[src/design/brc_pkg.sv]
package brc_pkg;

	localparam int CfgIdxW = 3;
	localparam int CfgDataW = 24;

	localparam logic [CfgIdxW-1:0] CFG_BASE_INTENSITY = 3'd0;
	localparam logic [CfgIdxW-1:0] CFG_ALPHA_LEVEL = 3'd1;
	localparam logic [CfgIdxW-1:0] CFG_LIT_COLOR = 3'd2;
	localparam logic [CfgIdxW-1:0] CFG_PIXEL_AREA_COLOR = 3'd3;

	localparam logic [8:0] LEVEL_FULL = 9'd256;
	localparam logic [8:0] BASE_RESET = 9'd64;
	localparam logic [8:0] ALPHA_RESET = 9'd128;

	typedef logic [2:0][7:0] rgb_t;

	typedef struct packed {
		logic [2:0] sector;
		logic       neg;
		logic       grey;
		logic       lvl_zero;
	} hue_tag_t;

	typedef struct packed {
		logic [5:0][8:0] sums;
		logic            big_lit;
		logic            big_pix;
		rgb_t            panel;
	} clip_tag_t;

endpackage

[src/design/brc_rebuild.sv]
module brc_rebuild
	import brc_pkg::*;
#(
	parameter int FRAC_BITS = 12
) (
	input  logic                 clk,
	input  logic                 arst_n,
	input  logic                 en,
	input  logic                 in_vld,
	input  logic [FRAC_BITS+2:0] hq,
	input  logic [FRAC_BITS:0]   sq,
	input  logic [FRAC_BITS:0]   vq,
	output logic                 out_vld,
	output rgb_t                 col
);

	localparam int F = FRAC_BITS;
	localparam logic [F:0] One = {1'b1, {F{1'b0}}};

	logic [2:0]   sec_s1, sec_s2;
	logic [F:0]   vq_s1, vq_s2, p_s1, p_s2, sf_s1, st_s1, q_s2, t_s2;
	logic [2:0]   vld_s;
	rgb_t         col_s3;

	logic [F-1:0]   ff;
	logic [F:0]     inv_ff;
	logic [2*F+1:0] p_full, sf_full, st_full, q_full, t_full;
	logic [F:0]     sel [3];
	logic [F+8:0]   byte_full [3];

	always_comb begin
		ff = hq[F-1:0];
		inv_ff = One - {1'b0, ff};
		p_full = (2*F+2)'(vq) * (2*F+2)'(One - sq);
		sf_full = (2*F+2)'(sq) * (2*F+2)'(ff);
		st_full = (2*F+2)'(sq) * (2*F+2)'(inv_ff);
		q_full = (2*F+2)'(vq_s1) * (2*F+2)'(One - sf_s1);
		t_full = (2*F+2)'(vq_s1) * (2*F+2)'(One - st_s1);
		case (sec_s2)
			3'd0: begin sel[0] = vq_s2; sel[1] = t_s2; sel[2] = p_s2; end
			3'd1: begin sel[0] = q_s2; sel[1] = vq_s2; sel[2] = p_s2; end
			3'd2: begin sel[0] = p_s2; sel[1] = vq_s2; sel[2] = t_s2; end
			3'd3: begin sel[0] = p_s2; sel[1] = q_s2; sel[2] = vq_s2; end
			3'd4: begin sel[0] = t_s2; sel[1] = p_s2; sel[2] = vq_s2; end
			default: begin sel[0] = vq_s2; sel[1] = p_s2; sel[2] = q_s2; end
		endcase
		for (int k = 0; k < 3; k++) begin
			byte_full[k] = ({8'd0, sel[k]} * (F+9)'(255)) >> F;
		end
	end

	always_ff @(posedge clk or negedge arst_n) begin
		if (!arst_n) begin
			vld_s <= '0;
		end else if (en) begin
			vld_s <= {vld_s[1:0], in_vld};
		end
	end

	always_ff @(posedge clk) begin
		if (en) begin
			sec_s1 <= hq[F+2:F];
			vq_s1 <= vq;
			p_s1 <= p_full[2*F:F];
			sf_s1 <= sf_full[2*F:F];
			st_s1 <= st_full[2*F:F];
			sec_s2 <= sec_s1;
			vq_s2 <= vq_s1;
			p_s2 <= p_s1;
			q_s2 <= q_full[2*F:F];
			t_s2 <= t_full[2*F:F];
			for (int k = 0; k < 3; k++) begin
				col_s3[k] <= (byte_full[k] > (F+9)'(255)) ? 8'd255 : byte_full[k][7:0];
			end
		end
	end

	assign out_vld = vld_s[2];
	assign col = col_s3;

endmodule

[config.mk]
export PLATFORM = sky130hd
export DESIGN_NAME = brc_rebuild
export DESIGN_NICKNAME = d
export VERILOG_FILES = /design/src/design/brc_pkg.sv /design/src/design/brc_rebuild.sv
export SDC_FILE = /design/constraint.sdc
export NUM_CORES = 2
export LEC_CHECK = 0
export BUFFER_PORTS_ARGS = -buffer_cell sky130_fd_sc_hd__buf_4
export CAP_MARGIN = 15
export CORE_ASPECT_RATIO = 0.7
export CORE_MARGIN = 8
export CORE_UTILIZATION = 60
export CTS_BUF_LIST = sky130_fd_sc_hd__clkbuf_8 sky130_fd_sc_hd__clkbuf_16
export DETAILED_ROUTE_END_ITERATION = 16
export PLACE_DENSITY = 0.77
export SLEW_MARGIN = 0
export SYNTH_ARGS = -nofsm -noshare
export SYNTH_HDL_FRONTEND = slang
export SYNTH_SLANG_ARGS = --single-unit
[constraint.sdc]
create_clock -name clk -period 14.7 [get_ports clk]
set_input_delay 1.47 -clock clk [delete_from_list [all_inputs] [get_ports clk]]
set_output_delay 1.47 -clock clk [all_outputs]
set_load 0.05 [all_outputs]
Word-level counts from Yosys, hierarchy flattened
Cells that the tools add are included.

cells by class
  $add $sub $neg = 4
  multiply operators = 8
  magnitude comparators = 3
  equal/unequal tests = 4
  muxes and demuxes = 1
  reductions and logical operators = 1

operators with widths
  cell                                                                             number
  39-bit case mux with 5 select lines                                              1
  14-bit by 14-bit multiplier with 25-bit output                                   3
  13-bit by 8-bit multiplier with 21-bit output, second input constant             3
  13-bit by 13-bit subtractor with 14-bit output, first input constant             3
  9-bit by 8-bit greater-than comparator with 1-bit output, second input constant  3
  13-bit by 12-bit multiplier with 25-bit output                                   1
  13-bit by 13-bit multiplier with 25-bit output                                   1
  13-bit by 12-bit subtractor with 13-bit output, first input constant             1
  3-bit by 2-bit equality test with 1-bit output, second input constant            2
  3-bit by 1-bit equality test with 1-bit output, second input constant            1
  3-bit equality test, second input constant                                       1
  3-bit logical NOT                                                                1

storage, ports and cells
  register bits after elaboration = 137
  bits of input ports = 45
  output and inout bits = 25
  word-level logic and storage cells = 35

Logic depth before layout (Yosys ltp)
  depth after elaboration = 4
  mapped depth = 31
  depth with buffers taken out = 28

Worst setup path before layout
OpenSTA, ideal clock, no wires.

  path type = input-to-reg
  from = input sq[1]
  to = register p_s1[12] (data pin)
  setup time = 0.259 ns
  arrival = 8.177 ns
  data required time = 14.441 ns
  setup slack = 6.264 ns
  stages on the path = 29
  buffers on the path = 2
  path through = clkbuf_1 -> clkbuf_1 -> inv_1 -> ha_1 -> or4b_4 -> nand2b_4 -> or4_4 -> xnor2_1 -> nand2_1 -> fa_1 -> fa_1 -> inv_1 -> fa_1 -> inv_1 -> fa_1 -> inv_1 -> fa_1 -> inv_1 -> fa_1 -> inv_1 -> ha_1 -> a21o_1 -> a21o_1 -> a22oi_1 -> nand3_1 -> a311oi_1 -> o21bai_1 -> a21oi_1 -> xnor2_1

on the way
  longest elaborated chain between the ends = 2

ends and longest elaborated chain
  element                                         RTL line           source
  start: declaration                              brc_rebuild.sv:11  input logic [FRAC_BITS:0] sq,
  13-bit by 13-bit subtractor with 14-bit output  brc_rebuild.sv:34  p_full = (2*F+2)'(vq) * (2*F+2)'(One - sq);
  14-bit by 14-bit multiplier with 25-bit output  brc_rebuild.sv:34
  named net p_full[24]                            brc_rebuild.sv:27  logic [2*F+1:0] p_full, sf_full, st_full, q_full, t_full;
  end signal: assignment                          brc_rebuild.sv:64  p_s1 <= p_full[2*F:F];
  end: declaration                                brc_rebuild.sv:21  logic [F:0] vq_s1, vq_s2, p_s1, p_s2, sf_s1, st_s1, q_s2, t_s2;

The timed path passes the listed nets, and every way through them passes these cells.
A chain may end at the register's enable or synchronous reset.

Final worst setup path
  from = input sq[0]
  to = register p_s1[12] (data pin)

Same word-level chain as after synthesis.

==> run metrics <==
commonest cells after routing, fill and taps aside=inv_1, fa_1, nand2_1; simple-gate share of the synthesized area=0.1407; non-filler instance count after layout=5,183; initial antenna violation count=1; Finish-stage setup viols=0; syn nets=5,630; actual slew at the worst max-slew pin=1225 ps; Post-DRT Antenna Nets=0; Layout fillers=5,388; global-route wire length before repair=154.3 mm; post-synthesis compound-gate area fraction=0.05083; DRT iter0 DRCs=2,133; layout cells sized above 1=0.05196; Initial Util=0.6042; Peak Freq=0.1176 GHz; Final HPWL DP=73.24 mm; Synth warnings=0; Post-Synth XOR/XNOR Area=0.03680; Rows=79; core area=66,130 um^2; reported max-cap violation count=0; drt first pass iters=5; Main synth FF type=edfxtp_1; Adder-Cell Fraction of Synth Area=0.5414; Final #Nets=5,594; antenna diode count=0; Worst Path Required=14,910 ps; Layout Skew=13.37 ps; post-cts resize count=0; Worst path slowest cell=fa_1; via density per instance=5.427; # hold bufs at CTS=0; period utilization=0.5784; total CTS buffers=17; status=completed; DR WL/cell=17.63 um; largest net degree at the start of global routing=84; Distinct cells, synth=74; Crit Path Category=input port to flip-flop; TNS Setup=0 ps; gr ovfl total=0; CTS tree=built; Port Buffers=69; post-synthesis register bit count=137; final RePlAce weighted congestion=0.9274; fin crit period=8502 ps; Post-Route WL=91.35 mm; worst min path class=flip-flop to flip-flop; number of placed instances, taps included=5,148; Syn-to-layout area delta=5.036%; Die Y=231.9 um; DIE WIDTH=324.4 um; fin. max-slew vios=0; post-synthesis sequential area ratio=0.1026; Setup Fix Bufs, Post-CTS=0; unrepaired setup endpoints after global routing=false; most common cell after layout, fill and taps aside=inv_1; Clk pin slew, worst setup/hold paths=70 ps; Root Buffer=clkbuf_16; Die ar.=75,240 um^2; DR vias=28,128; number of global-route vias before repair=29,998; CP startpoint kind=input port; Worst Path Max Fanout=37; Gate Count Post-Synth=4,315; GRT Util Overall=0.2522; CP arrival=8710 ps; H-tree depth=4; num ports=70; Post-synth EDFFs=134; Slew Limit Headroom=0.1816; Hold Vio Cnt, Final=0; clock sink count=137; syn_area_per_cell=9.259 um^2; worst skew pair latency=460 ps; CP peak stage delay=500 ps; Max clock buf depth=2; main combinational cell family by area after synthesis=adder cells; Setup crit end kind=flip-flop; # DRC=0; Post-Syn Area=39,950 um^2; post-synthesis mux area share=0.01428; Synth async-reset ratio=0.02190
state kept, by name, summed over array words and instances (netlist names):
name / cells
vld_s: 3
vq_s2: 13
st_s1: 13
vq_s1: 13
t_s2: 13
sf_s1: 13
col: 24
sec_s1: 3
p_s1: 13
p_s2: 13
sec_s2: 3
q_s2: 13
cells by family (layout without fill, tap and decap cells):
group | count (synthesis) | in the layout
simple gates | 1172 | 1172
mux | 55 | 55
flops | 137 | 137
xor+xnor | 167 | 167
fa+ha+maj | 1270 | 1270
compound gates | 311 | 311
buf+inv | 1203 | 1180
final timing paths:
check,from,end,slack (ps),cells after the start
min in group asynchronous,arst_n,vld_s[1],790,1
min reg2reg,p_s1[5],p_s2[5],420,0
max in group asynchronous,arst_n,vld_s[2],13820,1
max reg2reg,st_s1[0],t_s2[11],7010,23
min,p_s1[5],p_s2[5],420,0
max,sq[0],p_s1[12],6200,29
cell usage after synthesis (40+ instances only):
cell	count	area share
fa_1	765	0.38
nand2_1	559	0.053
o21ai_0	45	0.0056
edfxtp_1	134	0.10
and2_1	296	0.046
nor2_1	121	0.011
inv_1	1015	0.095
xnor2_1	116	0.025
a21oi_1	114	0.014
clkbuf_1	166	0.016
nor3_1	40	0.0050
ha_1	505	0.16
xor2_1	50	0.011
metrics by stage:
| step | area, um^2 | hold WS, ps | util | worst slack (ps) |
|---|---|---|---|---|
| global placement | 41330 | 402.1 | 0.6250 | 5824 |
| global route | 41970 | 424.7 | 0.6346 | 5839 |
| floorplan | 39950 | 400.3 | - | 6264 |
| detailed placement | 41330 | 405.4 | 0.6250 | 5754 |
| CTS | 41940 | 420.7 | 0.6343 | 6243 |
| finish | 41970 | 418.8 | 0.6346 | 6198 |
per-layer routing:
metal | up-vias | track usage | part of all wire
li1 | 13044 | - | -
met1 | 13900 | 0.3731 | 0.46
met2 | 1093 | 0.3794 | 0.42
met3 | 91 | 0.06184 | 0.10
met4 | 0 | 0.04735 | 0.014
met5 | - | 0 | 0
final cells by class:
class | count | area, um^2 | area share
clock buffers | 17 | 425.4 | 0.01014
flip-flops and latches | 137 | 4099 | 0.09767
multi-input cells | 2975 | 31330 | 0.7465
repair buffers | 133 | 1002 | 0.02388
well taps | 891 | 1115 | 0.02656
inverters | 1015 | 3810 | 0.09078
clock inverters | 15 | 186.4 | 0.004442
worst max-delay path, delay by kind of cell:
family	cells	cell delay (ps)
XOR/XNOR	2	230
buffers and inverters	8	840
AO/OA/AOI/OAI	6	1390
adder cells (fa/ha/maj)	8	3390
AND/OR/NAND/NOR	5	1380
Power is left out: the tool's default activity adds up to more than one toggle a clock period on the data nets, which glitch-free logic cannot reach.
