### src/design/brc_pkg.sv
package brc_pkg;

	localparam int CfgIdxW = 3;
	localparam int CfgDataW = 24;

	localparam logic [CfgIdxW-1:0] CFG_BASE_INTENSITY = 3'd0;
	localparam logic [CfgIdxW-1:0] CFG_ALPHA_LEVEL = 3'd1;
	localparam logic [CfgIdxW-1:0] CFG_LIT_COLOR = 3'd2;
	localparam logic [CfgIdxW-1:0] CFG_PIXEL_AREA_COLOR = 3'd3;

	localparam logic [8:0] LEVEL_FULL = 9'd256;
	localparam logic [8:0] BASE_RESET = 9'd64;
	localparam logic [8:0] ALPHA_RESET = 9'd128;

	typedef logic [2:0][7:0] rgb_t;

	typedef struct packed {
		logic [2:0] sector;
		logic       neg;
		logic       grey;
		logic       lvl_zero;
	} hue_tag_t;

	typedef struct packed {
		logic [5:0][8:0] sums;
		logic            big_lit;
		logic            big_pix;
		rgb_t            panel;
	} clip_tag_t;

endpackage

### src/design/brc_div.sv
module brc_div
	import brc_pkg::*;
#(
	parameter int LANES = 1,
	parameter int NW = 8,
	parameter int DW = 8,
	parameter int TW = 1
) (
	input  logic                       clk,
	input  logic                       arst_n,
	input  logic                       en,
	input  logic                       in_vld,
	input  logic [LANES-1:0][NW-1:0]   num,
	input  logic [LANES-1:0][DW-1:0]   den,
	input  logic [TW-1:0]              tag_in,
	output logic                       out_vld,
	output logic [LANES-1:0][NW-1:0]   quo,
	output logic [TW-1:0]              tag_out
);

	logic [LANES-1:0][NW-1:0] rem_s [NW];
	logic [LANES-1:0][NW-1:0] quo_s [NW+1];
	logic [LANES-1:0][DW-1:0] den_s [NW];
	logic [TW-1:0]            tag_s [NW+1];
	logic [NW:0]              vld_s;

	logic [LANES-1:0][NW+DW-1:0] dsh [NW];
	logic [LANES-1:0][NW-1:0]    rem_nx [NW];
	logic [LANES-1:0][NW-1:0]    quo_nx [NW];

	always_comb begin
		for (int k = 0; k < NW; k++) begin
			for (int l = 0; l < LANES; l++) begin
				dsh[k][l] = {{NW{1'b0}}, den_s[k][l]} << (NW - 1 - k);
				if ({{DW{1'b0}}, rem_s[k][l]} >= dsh[k][l]) begin
					rem_nx[k][l] = rem_s[k][l] - dsh[k][l][NW-1:0];
					quo_nx[k][l] = quo_s[k][l] | (NW'(1) << (NW - 1 - k));
				end else begin
					rem_nx[k][l] = rem_s[k][l];
					quo_nx[k][l] = quo_s[k][l];
				end
			end
		end
	end

	always_ff @(posedge clk or negedge arst_n) begin
		if (!arst_n) begin
			vld_s <= '0;
		end else if (en) begin
			vld_s <= {vld_s[NW-1:0], in_vld};
		end
	end

	always_ff @(posedge clk) begin
		if (en) begin
			rem_s[0] <= num;
			quo_s[0] <= '0;
			den_s[0] <= den;
			tag_s[0] <= tag_in;
			for (int k = 0; k < NW - 1; k++) begin
				rem_s[k+1] <= rem_nx[k];
				den_s[k+1] <= den_s[k];
			end
			for (int k = 0; k < NW; k++) begin
				quo_s[k+1] <= quo_nx[k];
				tag_s[k+1] <= tag_s[k];
			end
		end
	end

	assign out_vld = vld_s[NW];
	assign quo = quo_s[NW];
	assign tag_out = tag_s[NW];

endmodule

### config.mk
export PLATFORM = sky130hd
export DESIGN_NAME = brc_div
export DESIGN_NICKNAME = d
export VERILOG_FILES = /design/src/design/brc_pkg.sv /design/src/design/brc_div.sv
export SDC_FILE = /design/constraint.sdc
export NUM_CORES = 1
export LEC_CHECK = 0
export ABC_AREA = 1
export ABC_CLOCK_PERIOD_IN_PS = 2100
export BUFFER_PORTS_ARGS = -buffer_cell sky130_fd_sc_hd__buf_2
export CAP_MARGIN = 20
export CORE_MARGIN = 5
export CORE_UTILIZATION = 50
export CTS_CLUSTER_DIAMETER = 100
export DETAILED_ROUTE_END_ITERATION = 8
export HOLD_SLACK_MARGIN = 0.06
export PLACE_DENSITY = 0.74
export SETUP_SLACK_MARGIN = 0.05
export SLEW_MARGIN = 25
export SYNTH_ARGS = -nofsm -noshare
export SYNTH_HDL_FRONTEND = slang
export SYNTH_SLANG_ARGS = --single-unit
### constraint.sdc
create_clock -name clk -period 2.1 [get_ports clk]
set_clock_uncertainty 0.05 [all_clocks]
set_input_delay 0 -clock clk [delete_from_list [all_inputs] [get_ports clk]]
set_output_delay 0 -clock clk [all_outputs]
set_load 0.02 [all_outputs]
# Word-level counts from Yosys, hierarchy flattened
# Memory sizes are Yosys's and may differ from the RTL's.
# Cells that the tools add are included.
# Widths: inputs -> output; s select.
totals:
  register_bits: 9
  mem_bits_rw: 209
  inputBits: 21
  out_inout_bits: 10
  wordCells: 37
  mem_count: 4
memory_table:
  columns: ["memory", "words", "word_bits", "read_ports", "rd_clocked_by_memory_dff", "write_ports", "line", "text"]
  rows:
  - ["quo_s", 9, 8, 9, 0, 9, "brc_div.sv:22", "logic [LANES-1:0][NW-1:0] quo_s [NW+1];"]
  - ["den_s", 8, 8, 8, 0, 8, "brc_div.sv:23", "logic [LANES-1:0][DW-1:0] den_s [NW];"]
  - ["rem_s", 8, 8, 8, 0, 8, "brc_div.sv:21", "logic [LANES-1:0][NW-1:0] rem_s [NW];"]
  - ["tag_s", 9, 1, 9, 0, 9, "brc_div.sv:24", "logic [TW-1:0] tag_s [NW+1];"]
op_classes:
  addsub: 7
  magnitude_cmp: 8
  mux: 17
op_table:
  columns: ["operator", "count"]
  rows:
  - ["$mux 8", 8]
  - ["$sub 8x8->8", 7]
  - ["$ge 8x15->1", 1]
  - ["$ge 8x14->1", 1]
  - ["$ge 8x13->1", 1]
  - ["$ge 8x12->1", 1]
  - ["$ge 8x11->1", 1]
  - ["$ge 8x10->1", 1]
  - ["$ge 8x9->1", 1]
  - ["$ge 8x8->1", 1]
  - ["$mux 7", 1]
  - ["$mux 6", 1]
  - ["$mux 5", 1]
  - ["$mux 4", 1]
  - ["$mux 1", 3]
  - ["$mux 3", 1]
  - ["$mux 2", 1]

# Depth between registers and ports, before layout
# Gate-level depths: netlist of run 1.
# An unclocked memory read counts as a cell.
logic_depth:
  word_depth: 3
  mapped_depth: 11
  mapped_depth_nobuf: 11

# Least setup slack after synthesis of run 1
# No wires, ideal clock.
synth_timing:
  kind: "flip-flop to flip-flop"
  from: "memory rem_s[1][10] (netlist bit)"
  to: "memory rem_s[1][20] (netlist bit) (data pin)"
  arrival_time_ns: 1.588
  required_time_ns: 1.790
  slack_ns: 0.202
  stages_incl_launch_ff: 12
  path_buffers: 1
  synth_period_minus_slack_ns: 1.898
  cell_sequence: "edfxtp_1 > inv_1 > ha_1 > inv_1 > fa_1 > nand3_1 > nand3_1 > nand2_1 > nand3_2 > buf_6 > nand2_1 > o21ai_0"
synth_rtl:
  columns: ["element", "line"]
  rows:
  - ["start: declaration", "brc_div.sv:21"]

==> results.toml, run 1 <==
[placed_design]
port_buffers = 30
placedCellCount = 797
placedInstanceArea_sq_um = 8040
place_congestion = 0.867
dp_hpwl_um = 7630

[min_path]
hp-start = "den[0]"
hold_path_depth = 2
holdCritPathClass = "primary input to flip-flop"

[grt]
use_met2_pct = 25.9
grt_first_pass_wirelength_um = 19100
grt_pass1_vias = 4521
antenna_found_initial = 0
globalRouteMet3Util_pct = 3.66
maximum_number_of_pins_on_one_net_before_global_route_repair = 58
gr-max-usage-layer = "met2"
track_usage_pct = 13.5
gr-total-overflow = 0
grt_use_met1_pct = 13.1

[critical_path]
crit_start = "den_s[1][16]$_DFFE_PP_"
rrSetupSlack_ns = 0.13
cp.required_ns = 2.23
crit_arrival_ns = 2.10
timing.critical_path.fanout_max = 4
critical_path.slowest_cell = "edfxtp_1"
cpPeakStageDelay_ns = 0.40
cp_common_cell = "nand2_1"
setup.worst_path.start_class = "flip-flop"
r2r_start = "den_s[1][16]$_DFFE_PP_"
worstSetupEndpointType = "flip-flop"
worstRegToRegCells = 10
timing.setup.critical_path_class = "flip-flop to flip-flop"
critical_path_cell_sequence = "ha_1 > fa_1 > inv_1 > nand2_1 > nand2_2 > nand3_1 > nand2_1 > nand2_1 > nand3_2 > nand2_1"

[drt]
drt-wirelength-per-cell_um = 13.3
detailroute.via_count = 4357
drt_iter0_markers = 177
detailed_route_wire_length_um = 11400
viasPerCell = 5.08
drt_drc_violations_left = 0
count_of_tritonroute_iterations_in_the_first_routing_pass = 5
final_antenna_net_count = 0

[logic_synthesis]
yosys_register_bits = 182
count_of_synthesis_stage_warnings_from_yosys = 0
post_synth.cell_area_avg_sq_um = 13.2
ys_types = 29
sequential_element_share_of_the_synthesized_area_pct = 71.2
netlist_instances = 578
mappedNetlistArea_sq_um = 7610
synth_nets = 641

[cts]
cts-buffers-inserted = 17
clkSinkCount = 182
clk_pin_slew_worst_paths_ns = 0.06
clock_tree_from_tritoncts = "built"
h-tree-depth = 4
clock_insertion_delay_worst_skew_ns = 0.43
clock_path_buffers = 2
root_buffer = "clkbuf_16"

[die]
die_width_um = 133
floorplan.initialDensity_pct = 50.5
number_of_placement_rows = 45
design.die.area_sq_um = 17800
boundaryPins = 31
vertical_extent_of_the_die_um = 133
placeableCoreArea_sq_um = 15100

[layout]
n_antenna_cell = 0
layout.cells.most_common = "edfxtp_1"
total_area_of_multi_input_combinational_cells_sq_um = 1910
final_nets = 719
mostFrequentLayoutCells = "edfxtp_1, nand2_1, inv_1"
final-seq-area_sq_um = 5420
instances_no_fill = 857
layout.cell_area.non_filler_sq_um = 8970
areaGrowthSynthToFinish_pct = 17.8
final_layout_size_suffix_gt1_share_pct = 14.1
fillCellCount = 1173

[timing]
hold_viol_final = 0
finalWorstPathRequiredPeriod_ns = 1.97
slew_headroom_pct = 68.8
rsz0062_at_grt = "false"
slew_viol_final = 0
maxClockFrequency_mhz = 508
layout_worst_path_cycle_share_pct = 93.8
hold_ws_ns = 0.229
max_slew.worst_pin.slew_ns = 0.465
totalNegativeSetupSlack_ns = 0
setup_viol = 0

[run_status]
status = "finished, final reports clean"

[power_and_ir_drop]
p_leak_uw = 0.00379
vdd.ir_drop.worst_mv = 0.642
post-layout-total-power_uw = 8270
pwr_cell_area_nw_per_um2 = 922

[job]
max_cap_violations = 0
## registers in the layout, indices dropped and copies added, names as in the netlist
name   flops
tag_s      9
rem_s     64
vld_s      9
den_s     64
quo_s     36
## area by class of cell
type	count	share of cell area, %
clock buffer	22	5.29
clock inverter	10	1.35
inverter	90	3.77
multi-input combinational	304	21.2
sequential	182	60.4
tap	188	2.62
timing repair buffer	61	5.29
## worst max-delay path, delay by kind of cell, from the launching register on
kind	cells	cell delay, ns
flip-flops	1	0.40
buffers and inverters	1	0.07
AND/OR/NAND/NOR	7	0.57
adder cells (fa/ha/maj)	2	0.63
## cells by family after synthesis
kind of cell | synth area share (%)
XOR/XNOR | 0.920
flip-flops | 71.2
multiplexers | 0.148
adder cells (fa/ha/maj) | 7.49
AND/OR/NAND/NOR | 12.7
AO/OA/AOI/OAI | 2.78
buffers and inverters | 4.83
## metal layers
| metal | vias up | part of all wire (%) | wire (um) |
|---|---|---|---|
| met5 | - | 0 | 0 |
| met2 | 99 | 56 | 6420 |
| li1 | 2147 | - | - |
| met4 | 0 | 2.7 | 311 |
| met1 | 2082 | 38 | 4290 |
| met3 | 29 | 3.5 | 395 |
## what timing repair did
| item | in CTS | in global routing |
|---|---|---|
| endpoints found under the hold margin | 69 | 0 |
| setup endpoints to repair | 9 | 26 |
| gates cloned | 0 | 2 |
| setup buffers | 0 | 3 |
| hold buffers | 23 | 0 |
| resized for setup | 2 | 13 |
| pin swaps | 0 | 3 |
## power by group
group | switching [uW] | internal (uW)
sequential | 112 | 4270
combinational | 444 | 298
clock | 1290 | 1860
total | 1840 | 6430
## path summary, 6_finish.rpt
path / end
min in group asynchronous: vld_s[6]$_DFFE_PN0P_
setup / recovery: rem_s[1][31]$_DFFE_PP_
setup reg to reg: rem_s[1][31]$_DFFE_PP_
max in group asynchronous: vld_s[2]$_DFFE_PN0P_
hold / removal: den_s[0][0]$_DFFE_PP_
hold reg to reg: quo_s[3][7]$_DFFE_PP_
## stage by stage
stage	setup WS (ns)	util, %
6_report	0.130	59.4
5_1_grt	0.0395	59.4
4_1_cts	0.0777	58.8
3_5_place_dp	0.0488	53.3
3_3_place_gp	0.110	53.3
2_1_floorplan	0.202	-
## synthesized netlist by cell type, drive strengths merged
| cell | n | area, sq um |
|---|---|---|
| a21boi | 1 | 11.3 |
| a21oi | 14 | 70.1 |
| buf | 2 | 22.5 |
| clkbuf | 2 | 7.51 |
| dfrtp | 9 | 225 |
| edfxtp | 173 | 5190 |
| fa | 6 | 120 |
| ha | 36 | 450 |
| inv | 90 | 338 |
| mux2 | 1 | 11.3 |
| nand2 | 112 | 420 |
| nand3 | 25 | 160 |
| nand3b | 7 | 52.6 |
| nand4 | 18 | 113 |
| nor2 | 43 | 164 |
| nor2b | 1 | 6.26 |
| nor3 | 3 | 15.0 |
| nor3b | 1 | 7.51 |
| o211ai | 1 | 7.51 |
| o21ai | 20 | 115 |
| o21bai | 1 | 7.51 |
| or2 | 4 | 25.0 |
| xnor2 | 4 | 35.0 |
| xor2 | 4 | 35.0 |
(Power assumes the default switching activity.)
==> run 2, diff against run 1 <==
Settings changed: ABC_CLOCK_PERIOD_IN_PS 2100 to 2150, MAX_ROUTING_LAYER from default to met4.
Clock period 2.1 ns to 2.15 ns, I/O delays scaled along.
==> results.toml, run 2 (same netlist as run 1, synthesis figures left out) <==
[die]
vertical_extent_of_the_die_um = 133
number_of_placement_rows = 45
boundaryPins = 31
die_width_um = 133
floorplan.initialDensity_pct = 50.5
placeableCoreArea_sq_um = 15100
design.die.area_sq_um = 17800

[placed_design]
pre_cts_setup_slack_ns = 0.0411
dp_hpwl_um = 7770
place_congestion = 0.869
port_buffers = 30
placedInstanceArea_sq_um = 8040

[power_and_ir_drop]
p_leak_uw = 0.00371
post-layout-total-power_uw = 7820
vdd.ir_drop.worst_mv = 0.673
pwr_cell_area_nw_per_um2 = 883

[critical_path]
critical_path.slowest_cell = "fa_1"
cpPeakStageDelay_ns = 0.42
cp.required_ns = 2.28
timing.setup.critical_path_class = "flip-flop to flip-flop"
worstSetupEndpointType = "flip-flop"
cp_common_cell = "nand2_1"
setup.worst_path.start_class = "flip-flop"
crit_arrival_ns = 2.12
critical_path_cell_sequence = "ha_1 > fa_1 > inv_1 > a21oi_1 > o21ai_1 > nand2_1 > nand2_1 > nand2_1"
timing.critical_path.fanout_max = 4

[cts]
clk_pin_slew_worst_paths_ns = 0.07
clkSinkCount = 182
clock_tree_from_tritoncts = "built"
clock_insertion_delay_worst_skew_ns = 0.42
cts-buffers-inserted = 17
h-tree-depth = 4
root_buffer = "clkbuf_16"
clock_path_buffers = 2

[drt]
viasPerCell = 5.08
drt_drc_violations_left = 0
detailroute.via_count = 4333
final_antenna_net_count = 0
met2_wirelength_um = 6700
count_of_tritonroute_iterations_in_the_first_routing_pass = 5
top_layer_used = "met4"
wirelength_met1_um = 4430
drt_iter0_markers = 190
detailed_route_wire_length_um = 11700
route.met3.wl_um = 412
drt-wirelength-per-cell_um = 13.8

[timing]
rsz0062_at_grt = "false"
finalWorstPathRequiredPeriod_ns = 1.99
setup_viol = 0
maxClockFrequency_mhz = 502
finalWorstSetupSlack_ns = 0.157
slew_viol_final = 0
slew_headroom_pct = 57.1
totalNegativeSetupSlack_ns = 0
layout_worst_path_cycle_share_pct = 92.7
hold_ws_ns = 0.229
hold_viol_final = 0
max_slew.worst_pin.slew_ns = 0.643

[grt]
grt_first_pass_wirelength_um = 19700
track_usage_pct = 14.6
grt_pass1_vias = 4481
antenna_found_initial = 0
gr-total-overflow = 0
maximum_number_of_pins_on_one_net_before_global_route_repair = 74

[layout]
final_layout_size_suffix_gt1_share_pct = 13.4
areaGrowthSynthToFinish_pct = 16.3
biggestRegsByFlops = "den_s (64), rem_s (64), quo_s (36)"
layout.cell_area.non_filler_sq_um = 8860
fillCellCount = 1139
final_nets = 715
n_antenna_cell = 0
mostFrequentLayoutCells = "edfxtp_1, nand2_1, inv_1"
layout.cells.most_common = "edfxtp_1"

[min_path]
holdCritPathClass = "primary input to flip-flop"

[job]
max_cap_violations = 0

[run_status]
status = "finished, final reports clean"
## run 2: cell count changes in the layout (fill, tap and decap cells not counted), sizes merged
cell         previous run  this run
clkinvlp                1         3
buf                    37        36
dlygate4sd3            23        22
clkinv                  5         2
nand3                  27        26
bufinv                  2         0
inv                    92        94
## run 2: report_power, final
part	total [uW]	internal (uW)	switching, uW
registers	4280	4170	110
logic	721	287	434
clock network	2820	1550	1260
## run 2: worst paths after layout
check,from,endpoint,slack (ns),cells past startpoint
max,den_s[0][16]$_DFFE_PP_,rem_s[0][30]$_DFFE_PP_,0.16,8
min,num[1],rem_s[0][1]$_DFFE_PP_,0.23,2
max reg2reg,den_s[0][16]$_DFFE_PP_,rem_s[0][30]$_DFFE_PP_,0.16,8
min reg2reg,quo_s[5][7]$_DFFE_PP_,quo_s[6][7]$_DFFE_PP_,0.37,0
max in group asynchronous,arst_n,vld_s[8]$_DFFE_PN0P_,1.26,3
min in group asynchronous,arst_n,vld_s[5]$_DFFE_PN0P_,0.51,3
## run 2: worst max-delay path: cells and delay by family (launching register included)
kind / cells / cell delay, ns
AO/OA/AOI/OAI: 2 / 0.23
adder cells (fa/ha/maj): 2 / 0.65
buffers and inverters: 1 / 0.08
flip-flops: 1 / 0.39
AND/OR/NAND/NOR: 3 / 0.36
## run 2: per-stage QoR
step | utilization [%] | std cells
2_1_floorplan | - | 578
3_3_place_gp | 53.3 | 797
3_5_place_dp | 53.3 | 797
4_1_cts | 58.3 | 851
5_1_grt | 58.7 | 853
6_report | 58.7 | 853
## run 2: what timing repair did
action / CTS / global route
hold endpoints to repair: 78 / 0
resized for setup: 1 / 10
endpoints found under the setup margin: 6 / 22
buffers inserted: 0 / 1
cloned: 0 / 1
pin swaps: 0 / 3
hold buffers: 22 / 0
## run 2: cell type report
class / instances / area [sq um] / share of cell area, %
Clock buffer: 23 / 468 / 5.28
Multi-Input combinational cell: 303 / 1880 / 21.2
Inverter: 90 / 338 / 3.81
Timing Repair Buffer: 58 / 447 / 5.04
Clock inverter: 9 / 70.1 / 0.791
Sequential cell: 182 / 5420 / 61.2
Tap cell: 188 / 235 / 2.66
## run 2: routing by layer
layer | up-vias | track usage (%)
met3 | 22 | 4.04
li1 | 2140 | -
met2 | 94 | 27.4
met5 | - | -
met4 | 0 | 5.71
met1 | 2077 | 14.1
